--- src/hw/rtl/assert_macros.svh ---
// assertion macros shared by the rtl modules
`ifndef ASSERT_MACROS_SVH
`define ASSERT_MACROS_SVH

// same-cycle implication, checked at every rising clock edge outside reset
`define ASSERT_IMPLIES(label, clk, rst, ante, cons) \
   label: assert property (@(posedge clk) disable iff (rst) (ante) |-> (cons)) \
      else $error("assertion failed: same-cycle implication");

// next-cycle implication, checked at every rising clock edge outside reset
`define ASSERT_NEXT(label, clk, rst, ante, cons) \
   label: assert property (@(posedge clk) disable iff (rst) (ante) |=> (cons)) \
      else $error("assertion failed: next-cycle implication");

`endif

--- src/hw/rtl/sabs_pkg.sv ---
// shared constants, command codes and controller/datapath interface types
package sabs_pkg;

   // default array depth
   localparam int ARRAY_DEPTH_DEFAULT = 1024;

   // fixed field widths
   localparam int VALUE_W  = 32;
   localparam int INDEX_W  = 10;
   localparam int LENGTH_W = 11;

   // item command codes
   localparam logic CMD_WRITE  = 1'b0;
   localparam logic CMD_SEARCH = 1'b1;

   // commands from controller to datapath
   typedef struct packed {
      logic write;    // store one entry
      logic start;    // load key and full search range
      logic step;     // apply one probe result
      logic publish;  // move the result into the output register
   } dp_cmd_type;

   // status from datapath to controller
   typedef struct packed {
      logic start_empty;  // search range is empty from the outset
      logic hit;          // probed entry equals the key
      logic next_empty;   // range after this probe is empty
   } dp_status_type;

endpackage

--- src/hw/rtl/sabs_ctrl.sv ---
// search controller: handshakes and probe sequencing
`include "assert_macros.svh"

module sabs_ctrl (
   input  logic                    clock,
   input  logic                    reset,
   input  logic                    req_valid,
   input  logic                    req_command,
   output logic                    req_stall,
   output logic                    rsp_valid,
   input  logic                    rsp_stall,
   input  sabs_pkg::dp_status_type status,
   output sabs_pkg::dp_cmd_type    cmd
);

   typedef enum logic [1:0] {
      ST_IDLE,
      ST_PROBE,
      ST_FINISH
   } state_type;

   state_type state_ff, state_in;
   logic      rsp_valid_ff, rsp_valid_in;
   logic      accept;

   // input handshake
   assign req_stall = (state_ff != ST_IDLE);
   assign accept    = req_valid && !req_stall;

   // datapath commands
   always_comb begin
      cmd.write   = accept && (req_command == sabs_pkg::CMD_WRITE);
      cmd.start   = accept && (req_command == sabs_pkg::CMD_SEARCH);
      cmd.step    = (state_ff == ST_PROBE);
      cmd.publish = (state_ff == ST_FINISH) && (!rsp_valid_ff || !rsp_stall);
   end

   // next state
   always_comb begin
      state_in = state_ff;
      unique case (state_ff)
         ST_IDLE: begin
            if (cmd.start) begin
               state_in = status.start_empty ? ST_FINISH : ST_PROBE;
            end
         end
         ST_PROBE: begin
            if (status.hit || status.next_empty) begin
               state_in = ST_FINISH;
            end
         end
         ST_FINISH: begin
            if (cmd.publish) begin
               state_in = ST_IDLE;
            end
         end
         default: begin
            state_in = ST_IDLE;
         end
      endcase
   end

   // output valid
   always_comb begin
      if (cmd.publish) begin
         rsp_valid_in = 1'b1;
      end else if (!rsp_stall) begin
         rsp_valid_in = 1'b0;
      end else begin
         rsp_valid_in = rsp_valid_ff;
      end
   end

   // state and registered outputs
   always_ff @(posedge clock) begin
      if (reset) begin
         state_ff     <= ST_IDLE;
         rsp_valid_ff <= 1'b0;
      end else begin
         state_ff     <= state_in;
         rsp_valid_ff <= rsp_valid_in;
      end
   end

   assign rsp_valid = rsp_valid_ff;

   // an empty range skips probing
   `ASSERT_NEXT(a_empty_skips, clock, reset, cmd.start && status.start_empty, state_ff == ST_FINISH)
   // a hit ends the probe loop
   `ASSERT_NEXT(a_hit_ends, clock, reset, cmd.step && status.hit, state_ff == ST_FINISH)
   // a published result is shown in the next cycle
   `ASSERT_NEXT(a_publish_shows, clock, reset, cmd.publish, rsp_valid_ff)
   // no new item is taken while a search is running
   `ASSERT_IMPLIES(a_no_overlap, clock, reset, cmd.step, !cmd.start && !cmd.write)

endmodule

--- config.mk ---
export PLATFORM = sky130hd
export DESIGN_NAME = sabs_ctrl
export DESIGN_NICKNAME = d
export VERILOG_FILES = /design/src/hw/rtl/sabs_pkg.sv /design/src/hw/rtl/sabs_ctrl.sv
export VERILOG_INCLUDE_DIRS = /design/src /design/src/hw/rtl
export SDC_FILE = /design/constraint.sdc
export NUM_CORES = 1
export LEC_CHECK = 0
export BUFFER_PORTS_ARGS = -buffer_cell sky130_fd_sc_hd__clkbuf_2
export CORE_AREA = 2 2 39 41
export DETAILED_ROUTE_END_ITERATION = 8
export DIE_AREA = 0 0 41 43
export RECOVER_POWER = 50
export SLEW_MARGIN = 20
export SYNTH_ARGS = -nofsm -noshare
export SYNTH_HDL_FRONTEND = slang
export SYNTH_SLANG_ARGS = --single-unit
--- constraint.sdc ---
create_clock -name clock -period 1.1 [get_ports clock]
set_input_delay 0.33 -clock clock [delete_from_list [all_inputs] [get_ports clock]]
set_output_delay 0.33 -clock clock [all_outputs]
set_load 0.005 [all_outputs]
==> results.env, run 1 <==
DRC=0
ROUTED_VIA_DENSITY=3.772
ANTENNA_VIOLATING_NETS_REMAINING=0
PORT_BUFFERS=13
AVGSYNTHCELLAREA_UM2=8.008
CTS_TREE='built'
CHIPHEIGHT_UM=43
RSZ0062_AT_GRT='yes'
FINAL_LAYOUT_SIZE_SUFFIX_GT1_SHARE_PCT=63.41
NUMBER_OF_MAXIMUM_CAPACITANCE_VIOLATIONS=0
CORE_AREA_MM2=0.001384
WORST_CASE_HEADROOM_TO_THE_MAX_SLEW_LIMIT_PCT=89.72
ROWS=14
IOPINCOUNT=14
IR_DROP_V=0.0002049
CLK_TRANSITION_REPORTED_PATHS_NS=0.04
DIE-WIDTH_UM=41
CTS_MADE_BUFFERS=3
GRT_OVERFLOW_TOTAL=0
WORST_SKEW_PAIR.LATE_LATENCY_NS=0.24
LAYOUT.CELL_AREA.NON_FILLER_UM2=325.3
CRIT_PATH_END_KIND='output port'
DETAILED_PLACE.AREA_UM2=252.7
CLOCK-SKEW-FINAL_NS=0.006215
WORST-R2R-SETUP-SLACK_NS=-0.11
CP-START-KIND='flip-flop'
SYNTHESIS.YOSYS.WARNINGS=0
YS_SEQ_ELEMENTS=3
GRT_ANTENNA_BEFORE_REPAIR=0
AREA.GROWTH.SYNTH_TO_FINAL_PCT=103.1
FAILED_CHECKS='negative setup slack'
PATH_MAX_FANOUT=3
DR.FIRST_ITER.DRC_COUNT=3
POSTSYNTHNETCOUNT=28
POST-ROUTE-WORST-SETUP-SLACK_NS=-0.3054
CLOCK-SINKS=3
INITIAL_UTILIZATION_PCT=11.57
DETAILROUTE.VIA_COUNT=215
WL_PER_CELL_UM=7.895
RUN_STATUS='complete, but fails checks'
ARRIVAL_NS=1.08
LAYOUT.CORE_UTILIZATION_PCT=23.51
GRT_PASS1_VIAS=183
NUMBER_OF_ITERATIONS_IN_THE_FIRST_DETAILED_ROUTING_PASS=2
CTS-ROOT-BUF='sky130_fd_sc_hd__clkbuf_4'
FINALMAXSLEWVIOLATIONS=0
WIRE_LENGTH_OF_THE_FIRST_GLOBAL_ROUTING_PASS_UM=572
NETLIST_INSTANCES=20
CELLLEAKAGEPOWER_nW=0.1634
FLOORPLAN.DIE_AREA_MM2=0.001763
HOLD_BUFFERS=0
POST_SYNTH_INSTANCE_AREA_UM2=160.2
HP-CLASS='in -> reg'
CP_DATA_REQUIRED_TIME_NS=0.77
YOSYS.CELL_TYPES.COUNT=15
MIN_PERIOD_OVER_PERIOD_PCT=127.8
GRT_START_MAX_NET_PINS=5
REPORT.FINAL.SETUP_VIOL=6
ANTENNA-DIODE-COUNT=0
POWERDENSITY_mW_PER_MM2=1160
TOTAL_DETAILED_ROUTING_WIRELENGTH_UM=450
GRT.TOTAL_USAGE_PCT=5.416
TIMING_WORST_SETUP_PATH_TYPE='reg -> out'
PERIOD_NEEDED_NS=1.405
FINISH.NET_COUNT=50
HTREEDEPTH=1
SYNTH_SEQUENTIAL_AREA_RATIO_PCT=37.50
ACHIEVABLE_FREQ_GHz=0.7115
TIMING_HOLD_VIOLATIONS_FINAL=0
CLOCK_TREE.BUFFER_DEPTH=2
LAST_WEIGHTED_CONGESTION_VALUE_OF_THE_ROUTABILITY_DRIVEN_PLACER=0.5737
WORST_PIN_SLEW_NS=0.1535
[kinds of logic (layout without fill, tap and decap cells)]
family,count (synthesis),in the layout,share of synthesized area [%]
AOI/OAI and AO/OA,5,5,17.97
DFF,3,3,37.50
buffers and inverters,2,23,7.031
and+or+nand+nor,10,10,37.51
[worst max-delay path, stage by stage (launching register included)]
cell                       delay (ns)
sky130_fd_sc_hd__dfxtp_2         0.31
sky130_fd_sc_hd__buf_4           0.12
sky130_fd_sc_hd__and4bb_1        0.28
sky130_fd_sc_hd__clkbuf_2        0.12
[per-stage QoR]
stage               setup TNS, ns  setup slack, ns  hold slack, ns  cells  total power [mW]
floorplan                       0         0.001367          0.3991     20            0.1381
global placement         -0.08453         -0.05731          0.4776     50            0.1669
detailed placement        -0.1084         -0.08038          0.4819     50            0.1678
CTS                        -1.090          -0.3079          0.2742     54            0.3755
global route               -1.402          -0.3670          0.2834     57            0.3964
finish                     -1.159          -0.3054          0.2780     57            0.3775
[report_power, final]
part | internal (mW) | leakage [nW] | switching [mW]
clock | 0.136 | 0.0150 | 0.0600
sequential | 0.114 | 0.0253 | 0.00276
combinational | 0.0389 | 0.123 | 0.0257
[Yosys cell counts, drive strengths merged]
library cell | instances | area (µm²)
dfxtp | 3 | 60.06
a21oi | 2 | 10.01
nand2 | 2 | 7.510
nor2 | 2 | 7.510
or2 | 2 | 12.52
a22oi | 1 | 7.510
a31oi | 1 | 6.260
and4bb | 1 | 12.51
buf | 1 | 7.510
inv | 1 | 3.750
nand2b | 1 | 6.260
nor2b | 1 | 6.260
nor3b | 1 | 7.510
o21ai | 1 | 5.000
[registers in the layout, summed over array words and instances (netlist names)]
name,count
state_ff,2
rsp_valid,1
[what timing repair did]
action	in CTS	in global routing
resized for setup	4	5
pin swaps	1	1
setup buffers	0	3
setup endpoints to repair	5	5
[routing by layer]
layer	up-vias	share of wire, %	track usage, %
met3	2	6.0	0
met2	9	57	9.688
met5	-	0	0
met4	0	4.0	10.00
met1	95	32	2.564
li1	109	-	-
[final timing paths]
kind,start,to,cells after the start
min,reset,state_ff[0],2
max reg2reg,state_ff[0],state_ff[1],6
max,state_ff[0],cmd[2],3
min reg2reg,rsp_valid,rsp_valid,2
[cell type report]
cell class                 instances  area, µm²
sequential                         3      62.56
fill                             157       1059
timing repair buffer              18      106.4
inverter                           1      3.754
multi-input combinational         15      106.4
clock buffer                       4      26.28
tap                               16      20.02
[cells in the final DEF (no fill, tap or decap), types with 2 or more instances in the layout]
cell | Yosys | routed
sky130_fd_sc_hd__buf_4 | 1 | 4
sky130_fd_sc_hd__clkbuf_4 | 0 | 3
sky130_fd_sc_hd__nor2_1 | 2 | 2
sky130_fd_sc_hd__nand2_1 | 2 | 2
sky130_fd_sc_hd__a21oi_1 | 2 | 2
sky130_fd_sc_hd__clkbuf_2 | 0 | 11
sky130_fd_sc_hd__dfxtp_2 | 0 | 2
sky130_fd_sc_hd__buf_2 | 0 | 2
Power figures use the tool's default switching activity.
==> run 2, diff against run 1 <==
==> constraint.sdc (replaced) <==
create_clock -name clock -period 1.65 [get_ports clock]
set_input_delay 0.165 -clock clock [delete_from_list [all_inputs] [get_ports clock]]
set_output_delay 0.165 -clock clock [all_outputs]
set_load 0.005 [all_outputs]
==> run 2 against run 1 <==
  * The flow now finishes without violations
  * Die area unchanged
  * First-iteration DRC count shrank 100%
  * Clock skew down 0.0058 ns
  * Routed wire length fell by 15%
  * Worst setup slack improved by 0.70 ns
  * Clock power decreased by 35%
  * Final area fell by 19%
  * Sequential share of layout area rose by 3.6 points
==> results.env, run 2 (synthesis results as in run 1) <==
LAYOUT.CELL_AREA.NON_FILLER_UM2=262.8
MIN_PERIOD_OVER_PERIOD_PCT=76.00
CLK_TRANSITION_REPORTED_PATHS_NS=0.04
FINAL_COMMON_CELL='sky130_fd_sc_hd__clkbuf_2'
REPORT.FINAL.SETUP_VIOL=0
CTS_POST_SETUP_BUFFERS_INSERTED=0
GRT_ANTENNA_BEFORE_REPAIR=0
PORT_BUFFERS=13
CP_DATA_REQUIRED_TIME_NS=1.48
RSZ0062_AT_GRT='no'
CRITPATHSLOWESTCELL='sky130_fd_sc_hd__dfxtp_1'
POWERDENSITY_mW_PER_MM2=892.6
IOPINCOUNT=14
REGISTER_RANKED_FIRST_BY_FLIP_FLOP_COUNT='state_ff'
ANTENNA_VIOLATING_NETS_REMAINING=0
ARRIVAL_NS=1.09
HTREEDEPTH=1
WORSTHOLDPATHCELLS=2
ANTENNA-DIODE-COUNT=0
FLOORPLAN.DIE_AREA_MM2=0.001763
CTS-ROOT-BUF='sky130_fd_sc_hd__clkbuf_4'
CRIT_PATH_END_KIND='output port'
DETAILROUTE.VIA_COUNT=188
WL_PER_CELL_UM=7.327
TOTAL_DETAILED_ROUTING_WIRELENGTH_UM=381
HOLD_BUFFERS=0
REG2REG_TO='state_ff[0]'
CORE_AREA_MM2=0.001384
LAYOUT.CORE_UTILIZATION_PCT=18.99
LAST_WEIGHTED_CONGESTION_VALUE_OF_THE_ROUTABILITY_DRIVEN_PLACER=0.5823
WORST_SKEW_PAIR.LATE_LATENCY_NS=0.23
HP-CLASS='in -> reg'
DETAILED_PLACE.AREA_UM2=237.7
FINISH.NET_COUNT=45
CLOCK_TREE.BUFFER_DEPTH=2
PLACE.DETAILED.HPWL_UM=320.7
WORST-R2R-SETUP-SLACK_NS=0.71
INITIAL_UTILIZATION_PCT=11.57
GRT_PASS1_VIAS=169
REGTOREGSTARTPOINT='state_ff[0]'
WORST-R2R-CELL-COUNT=3
CTS-RESIZED-GATES=0
DR.FIRST_ITER.DRC_COUNT=0
NUMBER_OF_MAXIMUM_CAPACITANCE_VIOLATIONS=0
SETUP-TNS-FINAL_NS=0
LARGEST_REGISTER_FF_COUNT=2
CLOCK-SKEW-FINAL_NS=0.0003699
WORST_PIN_SLEW_NS=0.1863
MOST-COMMON-LAYOUT-CELLS='sky130_fd_sc_hd__clkbuf_2 (12), sky130_fd_sc_hd__clkbuf_4 (3), sky130_fd_sc_hd__dfxtp_1 (3)'
MAX_STAGE_DELAY_NS=0.31
GRT_OVERFLOW_TOTAL=0
ROWS=14
WIRE_LENGTH_OF_THE_FIRST_GLOBAL_ROUTING_PASS_UM=524
RUN_STATUS='complete, no violations'
CELLLEAKAGEPOWER_nW=0.1272
FINAL_LAYOUT_SIZE_SUFFIX_GT1_SHARE_PCT=41.67
CTS_MADE_BUFFERS=3
CHIPHEIGHT_UM=43
CRIT_PATH_CELL_TRACE='or2_1 > nor3b_1 > clkbuf_2'
GRT.TOTAL_USAGE_PCT=5.205
CTS_TREE='built'
DRC=0
CP-START-KIND='flip-flop'
TIMING_WORST_SETUP_PATH_TYPE='reg -> out'
CLOCK-SINKS=3
GRT_START_MAX_NET_PINS=5
FIN_TOTAL_PWR_mW=0.2345
AREA.GROWTH.SYNTH_TO_FINAL_PCT=64.06
DIE-WIDTH_UM=41
WORSTSETUPENDPOINT='cmd[3]'
IR_DROP_V=0.0001294
ROUTED_VIA_DENSITY=3.615
NUMBER_OF_ITERATIONS_IN_THE_FIRST_DETAILED_ROUTING_PASS=1
PATH_MAX_FANOUT=4
TIMING_HOLD_VIOLATIONS_FINAL=0
WORST_CASE_HEADROOM_TO_THE_MAX_SLEW_LIMIT_PCT=87.55
PERIOD_NEEDED_NS=1.254
SETUP.WORST_PATH.START='state_ff[1]'
ACHIEVABLE_FREQ_GHz=0.7975
FINALMAXSLEWVIOLATIONS=0
run 2: routing by layer:
metal | track usage [%] | vias to the layer above | wire length, µm
met2 | 7.813 | 7 | 215
met3 | 0 | 0 | 27
met1 | 2.866 | 82 | 137
li1 | - | 99 | -
met4 | 12.00 | 0 | 0
met5 | 0 | - | 0
run 2: critical path, delay by kind of cell, from the launching register on:
family | cells | cell delay (ns)
buffers and inverters | 1 | 0.14
DFF | 1 | 0.31
and+or+nand+nor | 2 | 0.41
run 2: worst min-delay path by stage:
stage / to / start
after floorplan: rsp_valid / reset
after detailed placement: rsp_valid / reset
after global routing: state_ff[1] / reset
after global placement: rsp_valid / reset
after CTS: rsp_valid / reset
final: rsp_valid / reset
run 2: area by class of cell:
cell class / count / area [µm²]
fill: 163 / 1121
multi-input combinational: 15 / 88.84
timing repair buffer: 13 / 63.81
sequential: 3 / 60.06
clock buffer: 4 / 26.28
tap: 16 / 20.02
inverter: 1 / 3.754
run 2: per-stage QoR:
stage / hold slack, ns / setup slack [ns] / cells
global placement: 0.3631 / 0.6354 / 48
finish: 0.1279 / 0.3961 / 52
CTS: 0.1217 / 0.3798 / 52
floorplan: 0.2341 / 0.7164 / 20
detailed placement: 0.3698 / 0.6314 / 48
global route: 0.1296 / 0.2663 / 52
run 2: report_power, final:
group | switching (mW) | leakage, nW | internal [mW]
clock | 0.0365 | 0.0150 | 0.0905
combinational | 0.0134 | 0.0878 | 0.0166
sequential | 0.00179 | 0.0244 | 0.0757
